--- config.mk ---
export PLATFORM = sky130hd
export DESIGN_NAME = kmer_frequency_counter_unit
export DESIGN_NICKNAME = d
export VERILOG_FILES = /design/src/rtl/kfc_pkg.sv /design/src/rtl/kmer_frequency_counter_unit.sv /design/src/rtl/kfc_front.sv /design/src/rtl/kfc_job_fifo.sv /design/src/rtl/kfc_back.sv
export SDC_FILE = /design/constraint.sdc
export NUM_CORES = 2
export LEC_CHECK = 0
export BUFFER_PORTS_ARGS = -buffer_cell sky130_fd_sc_hd__buf_2
export CORE_UTILIZATION = 45
export DETAILED_ROUTE_END_ITERATION = 16
export MAX_ROUTING_LAYER = met4
export PLACE_DENSITY = 0.7
export SYNTH_ARGS = -nofsm -noshare
export SYNTH_HDL_FRONTEND = slang
export SYNTH_SLANG_ARGS = --single-unit
--- constraint.sdc ---
create_clock -name clk_i -period 13.45 [get_ports clk_i]
set_input_delay 0.6725 -clock clk_i [delete_from_list [all_inputs] [get_ports clk_i]]
set_output_delay 0.6725 -clock clk_i [all_outputs]
set_load 0.05 [all_outputs]
--- src/rtl/kfc_pkg.sv ---
`timescale 1ns / 1ps
`default_nettype none
package kfc_pkg;

  localparam int unsigned MAX_WINDOW   = 1024;
  localparam int unsigned MAX_ORDER    = 2;
  localparam int unsigned NUM_BASES    = 4;
  localparam int unsigned NUM_COUNTERS = 20;
  localparam int unsigned JOB_DEPTH    = 2;

  localparam int unsigned SYM_W   = 3;
  localparam int unsigned CNT_W   = 11;
  localparam int unsigned WIN_W   = 11;
  localparam int unsigned ORD_W   = 2;
  localparam int unsigned IDX_W   = 4;
  localparam int unsigned SLOT_W  = 5;
  localparam int unsigned FRAC_W  = 16;
  localparam int unsigned FREQ_W  = 17;
  localparam int unsigned NUM_W   = CNT_W + FRAC_W;
  localparam int unsigned STEP_W  = $clog2(NUM_W);
  localparam int unsigned CFG_W   = 11;

  localparam logic [SYM_W-1:0] NO_BASE = 3'd4;

  typedef enum logic [0:0] {
    REG_WINDOW_LENGTH = 1'b0,
    REG_MAX_ORDER     = 1'b1
  } cfg_idx_e;

  typedef struct packed {
    logic [SYM_W-1:0] base_symbol;
    logic             seq_last;
  } in_t;

  typedef struct packed {
    logic [ORD_W-1:0]  kmer_order;
    logic [IDX_W-1:0]  kmer_index;
    logic [CNT_W-1:0]  match_count;
    logic [FREQ_W-1:0] frequency;
    logic              run_last;
  } res_t;

  typedef struct packed {
    logic [NUM_COUNTERS-1:0][CNT_W-1:0] counts;
    logic [WIN_W-1:0]                   window;
    logic [ORD_W-1:0]                   order;
  } job_t;

endpackage
`default_nettype wire

--- src/rtl/kmer_frequency_counter_unit.sv ---
`timescale 1ns / 1ps
`default_nettype none
// k-mer frequency counter.
// Symbols enter on the push/full side, one per cycle while full is low; a
// sequence ends with seq_last. Only the first window_length symbols count.
// Counting happens in the front end in the cycle a symbol is taken.
// On the last symbol the counter snapshot moves into a two-entry job queue
// and the front end is ready for the next sequence at once; full rises only
// when both job entries are waiting.
// The back end walks a job's k-mers in order (4 results for order 1, 20 for
// order 2) and divides each count by window-k+1 with a radix-2 divider, one
// k-mer at a time: the next division starts only once the last quotient has
// gone into the result register. Results are read on the empty/pop side. If
// the receiver does not pop, the result register holds and the back end waits
// with the next quotient ready; the front end keeps counting until the job
// queue is full.
// Configuration writes are registered and apply from the next symbol.
// Reset clears all counters, empties the job queue and the result register,
// and sets window_length to 2 and max_order to 2.
module kmer_frequency_counter_unit #(
  parameter int unsigned MAX_ORDER = kfc_pkg::MAX_ORDER
) (
  input  wire logic                       clk_i,
  input  wire logic                       rst_ni,
  input  wire logic                       push,
  output logic                            full,
  input  wire kfc_pkg::in_t               in_data_i,
  output logic                            empty,
  input  wire logic                       pop,
  output kfc_pkg::res_t                   res_data_o,
  input  wire logic                       cfg_we_i,
  input  wire logic [0:0]                 cfg_index_i,
  input  wire logic [kfc_pkg::CFG_W-1:0]  cfg_wdata_i
);

  logic [kfc_pkg::WIN_W-1:0] window_length_q, window_length_d, win_eff;
  logic [kfc_pkg::ORD_W-1:0] max_order_q, max_order_d, ord_eff;
  logic                      accept;
  logic                      job_push, job_pop, job_full, job_empty, res_valid;
  kfc_pkg::job_t             job_in, job_head;

  always_comb begin
    window_length_d = window_length_q;
    max_order_d     = max_order_q;
    if (cfg_we_i) begin
      unique case (kfc_pkg::cfg_idx_e'(cfg_index_i))
        kfc_pkg::REG_WINDOW_LENGTH: window_length_d = cfg_wdata_i[kfc_pkg::WIN_W-1:0];
        kfc_pkg::REG_MAX_ORDER:     max_order_d     = cfg_wdata_i[kfc_pkg::ORD_W-1:0];
        default: ;
      endcase
    end
  end

  always_ff @(posedge clk_i or negedge rst_ni) begin
    if (!rst_ni) begin
      window_length_q <= kfc_pkg::WIN_W'(2);
      max_order_q     <= kfc_pkg::ORD_W'(2);
    end else begin
      window_length_q <= window_length_d;
      max_order_q     <= max_order_d;
    end
  end

  // clamp registers into their legal ranges
  always_comb begin
    priority if (window_length_q == '0) begin
      win_eff = kfc_pkg::WIN_W'(1);
    end else if (32'(window_length_q) > kfc_pkg::MAX_WINDOW) begin
      win_eff = kfc_pkg::WIN_W'(kfc_pkg::MAX_WINDOW);
    end else begin
      win_eff = window_length_q;
    end
    priority if (max_order_q == '0) begin
      ord_eff = kfc_pkg::ORD_W'(1);
    end else if (32'(max_order_q) > MAX_ORDER) begin
      ord_eff = kfc_pkg::ORD_W'(MAX_ORDER);
    end else begin
      ord_eff = max_order_q;
    end
  end

  assign full   = job_full;
  assign accept = push && !job_full;

  kfc_front #(
    .MaxOrder(MAX_ORDER)
  ) u_front (
    .clk_i      (clk_i),
    .rst_ni     (rst_ni),
    .accept_i   (accept),
    .sym_i      (in_data_i),
    .window_i   (win_eff),
    .order_i    (ord_eff),
    .job_push_o (job_push),
    .job_o      (job_in)
  );

  kfc_job_fifo #(
    .Depth(kfc_pkg::JOB_DEPTH)
  ) u_fifo (
    .clk_i   (clk_i),
    .rst_ni  (rst_ni),
    .push_i  (job_push),
    .data_i  (job_in),
    .pop_i   (job_pop),
    .head_o  (job_head),
    .full_o  (job_full),
    .empty_o (job_empty)
  );

  kfc_back u_back (
    .clk_i       (clk_i),
    .rst_ni      (rst_ni),
    .job_valid_i (!job_empty),
    .job_i       (job_head),
    .job_pop_o   (job_pop),
    .pop_i       (pop),
    .res_o       (res_data_o),
    .res_valid_o (res_valid)
  );

  assign empty = !res_valid;

endmodule
`default_nettype wire

--- src/rtl/kfc_front.sv ---
`timescale 1ns / 1ps
`default_nettype none
module kfc_front #(
  parameter int unsigned MaxOrder = kfc_pkg::MAX_ORDER
) (
  input  wire logic                        clk_i,
  input  wire logic                        rst_ni,
  input  wire logic                        accept_i,
  input  wire kfc_pkg::in_t                sym_i,
  input  wire logic [kfc_pkg::WIN_W-1:0]   window_i,
  input  wire logic [kfc_pkg::ORD_W-1:0]   order_i,
  output logic                             job_push_o,
  output kfc_pkg::job_t                    job_o
);

  localparam int unsigned N = kfc_pkg::NUM_COUNTERS;

  logic [N-1:0][kfc_pkg::CNT_W-1:0] cnt_q, cnt_d, cnt_inc, cnt_upd;
  logic [kfc_pkg::SYM_W-1:0]        prev_q, prev_d;
  logic [kfc_pkg::WIN_W-1:0]        pos_q, pos_d;
  logic                             in_win, sym_ok, pair_ok;
  logic [kfc_pkg::SLOT_W-1:0]       pair_idx;
  logic                             hit;

  assign in_win   = pos_q < window_i;
  assign sym_ok   = !sym_i.base_symbol[2];
  assign pair_ok  = (MaxOrder >= 2) && sym_ok && !prev_q[2];
  assign pair_idx = kfc_pkg::SLOT_W'(kfc_pkg::NUM_BASES)
                  + {1'b0, prev_q[1:0], sym_i.base_symbol[1:0]};

  always_comb begin
    hit = 1'b0;
    for (int i = 0; i < N; i++) begin
      if (i < kfc_pkg::NUM_BASES) begin
        hit = sym_ok && (sym_i.base_symbol[1:0] == 2'(i));
      end else begin
        hit = pair_ok && (pair_idx == kfc_pkg::SLOT_W'(i));
      end
      cnt_inc[i] = cnt_q[i] + {{(kfc_pkg::CNT_W-1){1'b0}}, hit};
    end
  end

  assign cnt_upd = in_win ? cnt_inc : cnt_q;

  always_comb begin
    cnt_d      = cnt_q;
    prev_d     = prev_q;
    pos_d      = pos_q;
    job_push_o = 1'b0;
    if (accept_i) begin
      if (in_win) begin
        cnt_d  = cnt_inc;
        prev_d = sym_ok ? sym_i.base_symbol : kfc_pkg::NO_BASE;
        pos_d  = pos_q + 1'b1;
      end
      // hand the finished sequence to the back end and start over
      if (sym_i.seq_last) begin
        job_push_o = 1'b1;
        cnt_d      = '0;
        prev_d     = kfc_pkg::NO_BASE;
        pos_d      = '0;
      end
    end
  end

  assign job_o.counts = cnt_upd;
  assign job_o.window = window_i;
  assign job_o.order  = order_i;

  always_ff @(posedge clk_i or negedge rst_ni) begin
    if (!rst_ni) begin
      cnt_q  <= '0;
      prev_q <= kfc_pkg::NO_BASE;
      pos_q  <= '0;
    end else begin
      cnt_q  <= cnt_d;
      prev_q <= prev_d;
      pos_q  <= pos_d;
    end
  end

endmodule
`default_nettype wire

--- src/rtl/kfc_job_fifo.sv ---
`timescale 1ns / 1ps
`default_nettype none
module kfc_job_fifo #(
  parameter int unsigned Depth = kfc_pkg::JOB_DEPTH
) (
  input  wire logic          clk_i,
  input  wire logic          rst_ni,
  input  wire logic          push_i,
  input  wire kfc_pkg::job_t data_i,
  input  wire logic          pop_i,
  output kfc_pkg::job_t      head_o,
  output logic               full_o,
  output logic               empty_o
);

  localparam int unsigned CntW = $clog2(Depth + 1);
  localparam int unsigned PtrW = (Depth > 1) ? $clog2(Depth) : 1;

  kfc_pkg::job_t         mem_q [Depth];
  kfc_pkg::job_t         mem_d [Depth];
  logic [CntW-1:0]       count_q, count_d;
  logic [PtrW-1:0]       wr_idx;

  assign full_o  = count_q == CntW'(Depth);
  assign empty_o = count_q == '0;
  assign head_o  = mem_q[0];
  assign wr_idx  = PtrW'(count_q - {{(CntW-1){1'b0}}, pop_i});

  always_comb begin
    mem_d = mem_q;
    if (pop_i) begin
      for (int i = 0; i < Depth - 1; i++) begin
        mem_d[i] = mem_q[i + 1];
      end
    end
    if (push_i) begin
      mem_d[wr_idx] = data_i;
    end
    count_d = count_q + {{(CntW-1){1'b0}}, push_i} - {{(CntW-1){1'b0}}, pop_i};
  end

  always_ff @(posedge clk_i) begin
    mem_q <= mem_d;
  end

  always_ff @(posedge clk_i or negedge rst_ni) begin
    if (!rst_ni) begin
      count_q <= '0;
    end else begin
      count_q <= count_d;
    end
  end

endmodule
`default_nettype wire

--- src/rtl/kfc_back.sv ---
`timescale 1ns / 1ps
`default_nettype none
module kfc_back (
  input  wire logic          clk_i,
  input  wire logic          rst_ni,
  input  wire logic          job_valid_i,
  input  wire kfc_pkg::job_t job_i,
  output logic               job_pop_o,
  input  wire logic          pop_i,
  output kfc_pkg::res_t      res_o,
  output logic               res_valid_o
);

  localparam int unsigned N = kfc_pkg::NUM_COUNTERS;
  localparam int unsigned CW = kfc_pkg::CNT_W;

  typedef enum logic [2:0] {
    ST_IDLE = 3'b001,
    ST_DIV  = 3'b010,
    ST_DONE = 3'b100
  } state_e;

  state_e                            state_q, state_d;
  logic [N-1:0][CW-1:0]              work_q, work_d;
  logic [kfc_pkg::WIN_W-1:0]         win_q, win_d;
  logic [kfc_pkg::ORD_W-1:0]         ord_q, ord_d;
  logic [kfc_pkg::SLOT_W-1:0]        slot_q, slot_d, last_slot;
  logic [kfc_pkg::STEP_W-1:0]        step_q, step_d;
  logic [kfc_pkg::NUM_W-1:0]         num_q, num_d;
  logic [CW-1:0]                     rem_q, rem_d;
  logic [kfc_pkg::FREQ_W-1:0]        quo_q, quo_d;
  kfc_pkg::res_t                     res_q, res_d;
  logic                              res_valid_q, res_valid_d;

  logic                              first_order;
  logic [CW-1:0]                     den;
  logic [CW:0]                       rem_sh, rem_sub;
  logic                              ge;
  logic                              load;

  assign first_order = slot_q < kfc_pkg::SLOT_W'(kfc_pkg::NUM_BASES);
  // denominator is window - k + 1
  assign den       = first_order ? win_q : win_q - 1'b1;
  assign last_slot = (ord_q == 2'd2) ? kfc_pkg::SLOT_W'(N - 1)
                                     : kfc_pkg::SLOT_W'(kfc_pkg::NUM_BASES - 1);

  assign rem_sh  = {rem_q, num_q[kfc_pkg::NUM_W-1]};
  assign ge      = rem_sh >= {1'b0, den};
  assign rem_sub = rem_sh - {1'b0, den};

  assign load = (state_q == ST_DONE) && (!res_valid_q || pop_i);

  always_comb begin
    state_d   = state_q;
    work_d    = work_q;
    win_d     = win_q;
    ord_d     = ord_q;
    slot_d    = slot_q;
    step_d    = step_q;
    num_d     = num_q;
    rem_d     = rem_q;
    quo_d     = quo_q;
    res_d     = res_q;
    job_pop_o = 1'b0;

    unique case (state_q)
      ST_IDLE: begin
        if (job_valid_i) begin
          job_pop_o = 1'b1;
          work_d    = job_i.counts;
          win_d     = job_i.window;
          ord_d     = job_i.order;
          slot_d    = '0;
          step_d    = '0;
          num_d     = {job_i.counts[0], {kfc_pkg::FRAC_W{1'b0}}};
          rem_d     = '0;
          quo_d     = '0;
          state_d   = ST_DIV;
        end
      end
      ST_DIV: begin
        // one quotient bit per cycle
        rem_d = ge ? rem_sub[CW-1:0] : rem_sh[CW-1:0];
        quo_d = {quo_q[kfc_pkg::FREQ_W-2:0], ge};
        num_d = {num_q[kfc_pkg::NUM_W-2:0], 1'b0};
        if (step_q == kfc_pkg::STEP_W'(kfc_pkg::NUM_W - 1)) begin
          state_d = ST_DONE;
        end else begin
          step_d = step_q + 1'b1;
        end
      end
      ST_DONE: begin
        if (load) begin
          res_d.kmer_order  = first_order ? 2'd1 : 2'd2;
          res_d.kmer_index  = first_order ? slot_q[kfc_pkg::IDX_W-1:0]
                            : kfc_pkg::IDX_W'(slot_q - kfc_pkg::SLOT_W'(kfc_pkg::NUM_BASES));
          res_d.match_count = work_q[0];
          res_d.frequency   = (den == '0) ? '0 : quo_q;
          res_d.run_last    = slot_q == last_slot;
          if (slot_q == last_slot) begin
            state_d = ST_IDLE;
          end else begin
            for (int i = 0; i < N - 1; i++) begin
              work_d[i] = work_q[i + 1];
            end
            slot_d  = slot_q + 1'b1;
            step_d  = '0;
            num_d   = {work_q[1], {kfc_pkg::FRAC_W{1'b0}}};
            rem_d   = '0;
            quo_d   = '0;
            state_d = ST_DIV;
          end
        end
      end
      default: begin
        state_d = ST_IDLE;
      end
    endcase
  end

  assign res_valid_d = (res_valid_q && !pop_i) || load;
  assign res_o       = res_q;
  assign res_valid_o = res_valid_q;

  always_ff @(posedge clk_i) begin
    work_q <= work_d;
    win_q  <= win_d;
    ord_q  <= ord_d;
    num_q  <= num_d;
    rem_q  <= rem_d;
    quo_q  <= quo_d;
    res_q  <= res_d;
  end

  always_ff @(posedge clk_i or negedge rst_ni) begin
    if (!rst_ni) begin
      state_q     <= ST_IDLE;
      slot_q      <= '0;
      step_q      <= '0;
      res_valid_q <= 1'b0;
    end else begin
      state_q     <= state_d;
      slot_q      <= slot_d;
      step_q      <= step_d;
      res_valid_q <= res_valid_d;
    end
  end

endmodule
`default_nettype wire

# Word level (Yosys, flattened, before mapping)

Index checks and enable logic that the tools add are counted.

Equal/unequal tests: 31
Bitwise operators: 3
$mul: 0
Reduce and logical (&&, ||, !) cells: 49
Magnitude comparators: 7
Shift operators: 0
Add/subtract/negate cells: 30
Divide/modulo/power cells: 0
Muxes and demuxes: 54

Operators by type and width:

| operator              | number |
|---|---|
| $mux 209              | 3 |
| $bwmux 466            | 1 |
| $mux 233              | 2 |
| $mux 466              | 1 |
| $mux 220              | 2 |
| $pmux 209 s2          | 1 |
| $demux 233 s1         | 1 |
| $add 11x1->11         | 20 |
| $mux 11               | 9 |
| $mux 27               | 3 |
| $pmux 27 s3           | 1 |
| $mux 17               | 3 |
| $pmux 17 s3           | 1 |
| $eq 5x4->1 const B    | 8 |
| $mux 5                | 7 |
| $pmux 11 s3           | 1 |
| $eq 5x5->1 const B    | 5 |
| $logic_and 1x1->1     | 25 |
| $logic_not 11->1      | 2 |
| $eq 5x3->1 const B    | 4 |
| $mux 3                | 6 |
| $pmux 5 s3            | 1 |
| $ge 12x11->1          | 1 |
| $add 11x1->11 const B | 1 |
| other kinds (38)      | 65 |

Word-level logic and storage cells: 277
Bits in latches: 0
Input port bits: 21
Flip-flop bits (word level): 1052
Memory bits (writable): 0
Memories kept: 0
Memory bits (read-only): 0

# Depth between registers and ports, before layout

Depth in word-level cells: 11
Gate-level depth with buffers: 15

# Hierarchy

Synthesis repeated with hierarchy kept, for this count alone.

Cells, all modules: 4815
Area, all modules: 51001.4 um^2

By module, submodules not included:

| module                      | area each (um^2) | cells an instance | times used |
|---|---|---|---|
| kfc_job_fifo                | 19431.1          | 1514              | 1 |
| kfc_front                   | 17010.1          | 1985              | 1 |
| kfc_back                    | 13929.6          | 1268              | 1 |
| kmer_frequency_counter_unit | 630.6            | 48                | 1 |

# Worst setup path after synthesis

Ideal clock, no wire load.

Path type: input -> register
From: input in_data_i[0] in the netlist's numbering
To: register with a tool-made name
Arrival: 11.815 ns
Setup time: 0.832 ns
Setup slack: 0.803 ns
Path buffers: 5
Cell stages on the path: 7
Cells stage by stage: clkbuf_1 > clkbuf_1 > buf_1 > clkbuf_1 > clkbuf_1 > nand2_1 > nor2_1

RTL lines:

| element         | line                              | RTL |
|---|---|---|
| start, declared | kmer_frequency_counter_unit.sv:27 | `input wire kfc_pkg::in_t in_data_i,` |

# Worst setup path after layout

From: register window_length_q[4] in the netlist's numbering
To: register u_front.pos_q[0] in the netlist's numbering

Word-level cells in the longest chain between the ends: 6
Elaborated cells on any way between the ends: 7

RTL lines:

| element                                | line                              | RTL |
|---|---|---|
| start, declared                        | kmer_frequency_counter_unit.sv:36 | `logic [kfc_pkg::WIN_W-1:0] window_length_q, window_length_d, win_eff;` |
| start signal, assigned                 | kmer_frequency_counter_unit.sv:56 | `window_length_q <= kfc_pkg::WIN_W'(2);` |
| start signal, assigned                 | kmer_frequency_counter_unit.sv:59 | `window_length_q <= window_length_d;` |
| $gt 11x11->1                           | kmer_frequency_counter_unit.sv:68 | `end else if (32'(window_length_q) > kfc_pkg::MAX_WINDOW) begin` |
| $mux 11                                | kmer_frequency_counter_unit.sv:68 |  |
| $mux 11 (*)                            | kmer_frequency_counter_unit.sv:66 | `priority if (window_length_q == '0) begin` |
| $lt 11x11->1 (*)                       | kfc_front.sv:25                   | `assign in_win = pos_q < window_i;` |
| $reduce_bool 2->1 (no source line) (*) | n/a                               |  |
| $reduce_and 2->1 (no source line) (*)  | n/a                               |  |
| end signal, assigned                   | kfc_front.sv:78                   | `pos_q <= pos_d;` |
| end, declared                          | kfc_front.sv:20                   | `logic [kfc_pkg::WIN_W-1:0] pos_q, pos_d;` |

Every way passes the cells marked *; elsewhere a longest branch is shown, timed or not.
A chain may end at the register's enable or synchronous reset.

==> results.sh <==
export IMPL_start_util_pct=45.7
export IMPL_synth_top_area_share_pct=33.5
export IMPL_vias=34600
export IMPL_rsz0062_at_grt="false"
export IMPL_drcViolationCount=0
export IMPL_antenna_found_initial=4
export IMPL_wl_met3_um=6040
export IMPL_rr_endpoint="u_front.pos_q[0]$_DFFE_PN0P_"
export IMPL_clock_path_buffers=3
export IMPL_avgSynthCellArea_um2=9.89
export IMPL_viasPerCell=5.52
export IMPL_synth_cell_type_count=73
export IMPL_dp_slack_ns=8.90
export IMPL_core_um2=106000
export IMPL_n_fill_cell=9424
export IMPL_yosysWarnings=0
export IMPL_cts_htree_levels=3
export IMPL_post_route_util_pct=50.2
export IMPL_tightest_slew_ns=1.15
export IMPL_track_usage_pct=21.4
export IMPL_die_height_um=330
export IMPL_syn_nets=4981
export IMPL_cp_start_kind="register"
export IMPL_drt_total_wl_um=113000
export IMPL_synth_xor_area_share_pct=3.62
export IMPL_insertion_delay_ns=0.69
export IMPL_ys_top_cells_by_count="nand2_1, edfxtp_1, clkbuf_1"
export IMPL_drt_iter0_markers=2916
export IMPL_top_layer="met4"
export IMPL_dr_pass1_iters=6
export IMPL_worst_setup_path_end_kind="register"
export IMPL_powerDensity_nw_per_um2=202
export IMPL_setup_tns_ns=0
export IMPL_gp_congestion=0.850
export IMPL_fin_crit_sh_pct=34.1
export IMPL_synth_seq_cells=1035
export IMPL_slew_headroom_pct=23.0
export IMPL_r2r_cells=14
export IMPL_ios=58
export IMPL_synth_top_family_by_area="simple AND/OR/NAND/NOR gates"
export IMPL_area_growth_pct=9.83
export IMPL_synth_top_area_cell="edfxtp_1"
export IMPL_row_count=119
export IMPL_max_cap_violations=0
export IMPL_cts_sinks=1035
export IMPL_skew_ns=0.0360
export IMPL_wirelength_met1_um=50700
export IMPL_critical_path_class="register to register"
export IMPL_cts_made_buffers=108
export IMPL_reg2reg_slack_ns=8.87
export IMPL_synth_fa_ha_area_share_pct=1.85
export IMPL_synthTopCellsByArea="edfxtp_1, dfrtp_1, nand2_1, dfxtp_1, mux2i_1"
export IMPL_grt_max_degree=177
export IMPL_place_hpwl_um=65100
export IMPL_max_freq_ghz=0.218
export IMPL_ys_seq_area_share_pct=56.8
export IMPL_synthCells=4889
export IMPL_synth_compound_area_share_pct=8.36
export IMPL_wl_met2_um=53500
export IMPL_io_buffers=57
export IMPL_grt_pass1_wl_um=181000
export IMPL_die_w_um=330
export IMPL_fin_nets=4868
export IMPL_yosysMostFrequentCell="nand2_1"
export IMPL_root_buffer="clkbuf_16"
export IMPL_grt_pass1_vias=33100
export IMPL_synth_top_flop_cell="edfxtp_1"
export IMPL_fin_crit_ns=4.58
export IMPL_hold_viol_final=0
export IMPL_worst_slack_ns=8.87
export IMPL_hp_start="cfg_wdata_i[8]"
export IMPL_drive_above_1_share_pct=7.64
export IMPL_antenna_left=0
export IMPL_report_final_setup_viol=0
export IMPL_drv_slew=0
export IMPL_hp_class="primary input to register"
export IMPL_worstHoldPathCells=2
export IMPL_synthesis_area_um2=48400
export IMPL_leakage_nw=22.4
export IMPL_critPathRequiredTime_ns=14.07
export IMPL_synth_edf_count=540
export IMPL_whs_endpoint="window_length_q[8]$_DFFE_PN0P_"
export IMPL_worst_ep_arrival_time_ns=5.20
export IMPL_grt_overflow_total=0
export IMPL_regToRegStartpoint="window_length_q[4]$_DFFE_PN0P_"
export IMPL_clkTransAtPathRegs_ns=0.06
export IMPL_outcome="complete, no violations"
export IMPL_wire_per_inst_um=18.1
export IMPL_synthMuxAreaShare_pct=3.35
export IMPL_dieArea_um2=109000
export IMPL_peakVddDrop_v=0.000179
export IMPL_postSynth_asyncResetShare_pct=25.3
export IMPL_crit_path_max_fanout=43
export IMPL_cts_tree="yes"
export IMPL_yosys_area_share_simple_pct=23.0
layout by cell type, fill, tap and decap left out, types with 13 or more instances in the layout:
cell type and instances:
nand2_1 1527, edfxtp_1 540, nand3_1 273, dfrtp_1 258, dfxtp_1 233, nor2_1 211
o21ai_0 203, o21a_1 187, mux2i_1 147, xor2_1 118, clkbuf_16 108, and3_1 88
xnor2_1 82, nor3_1 77, ha_1 70, a31oi_1 58, buf_2 55, a22oi_1 52
nand4_1 45, nor4_2 43, inv_1 42, buf_4 40, nor3b_1 30, a221o_1 29
a21oi_1 25, clkbuf_1 25, nor2b_1 24, nor4_1 22, clkinv_1 19, clkinv_2 18
nand2b_1 14, mux2_2 13, nor4_4 13, clkbuf_8 13
routing by layer:
metal	global-route usage (%)	vias to the layer above
li1	-	16700
met1	28.3	16800
met2	34.2	868
met3	3.03	183
met4	6.32	0
met5	-	-
timing repair:
item | CTS | global route
resized for setup | 0 | 0
endpoints found under the hold margin | 1 | 0
hold buffers | 1 | 0
setup buffers | 0 | 0
area by class of cell:
cell class / instances / area (µm²) / share of cell area, %
Clock buffer: 145 / 2960 / 5.58
Antenna cell: 3 / 7.51 / 0.0141
Inverter: 47 / 191 / 0.360
Multi-Input combinational cell: 3482 / 19500 / 36.8
Clock inverter: 60 / 551 / 1.04
Sequential cell: 1035 / 27400 / 51.7
Tap cell: 1391 / 1740 / 3.28
Timing Repair Buffer: 102 / 694 / 1.31
metrics by stage:
step / std cells / power (W) / hold WS, ns / area (µm²)
finish: 6265 / 0.0107 / 0.224 / 53100
CTS: 6262 / 0.0108 / 0.185 / 53100
floorplan: 4889 / 0.00709 / 0.377 / 48400
detailed placement: 6056 / 0.00786 / 0.405 / 49600
global placement: 6056 / 0.00775 / 0.401 / 49600
global route: 6264 / 0.0114 / 0.197 / 53100
how the worst max path moves through the flow:
stage	from	depth (start not counted)	end
3_3_place_gp	window_length_q[4]$_DFFE_PN0P_	14	u_fifo.head_o[223]$_DFF_P_
6_report	window_length_q[4]$_DFFE_PN0P_	14	u_front.pos_q[0]$_DFFE_PN0P_
5_1_grt	window_length_q[4]$_DFFE_PN0P_	12	u_front.cnt_q[77]$_DFFE_PN0P_
2_1_floorplan	in_data_i[0]	7	register
3_5_place_dp	window_length_q[4]$_DFFE_PN0P_	14	u_fifo.head_o[223]$_DFF_P_
4_1_cts	window_length_q[4]$_DFFE_PN0P_	14	u_fifo.head_o[223]$_DFF_P_
critical path, cell delays in order, from the launching register on:
cell,delay (ns)
dfrtp_1,0.40
nor4_2,0.31
nand3_1,0.10
o21ai_0,0.36
nand2_1,0.15
ha_1,0.34
and4_1,0.19
o2111a_1,0.20
a21boi_4,0.16
buf_4,0.57
buf_4,0.70
nor2_4,0.03
buf_4,0.34
o21ai_1,0.39
mux2_2,0.22
power breakdown:
group / switching [W] / internal [W] / leakage, nW
Sequential: 0.000416 / 0.00449 / 10.8
Combinational: 0.00189 / 0.00101 / 9.88
Clock: 0.00127 / 0.00167 / 1.70
Total: 0.00357 / 0.00717 / 22.4
kinds of logic after synthesis:
family	count (synthesis)
adders and majority gates	71
AOI/OAI and AO/OA	612
and+or+nand+nor	2439
muxes	160
DFF	1035
xor gates and xnor gates	200
buffers and inverters	372
No activity file was read; power rests on OpenSTA's default activity.
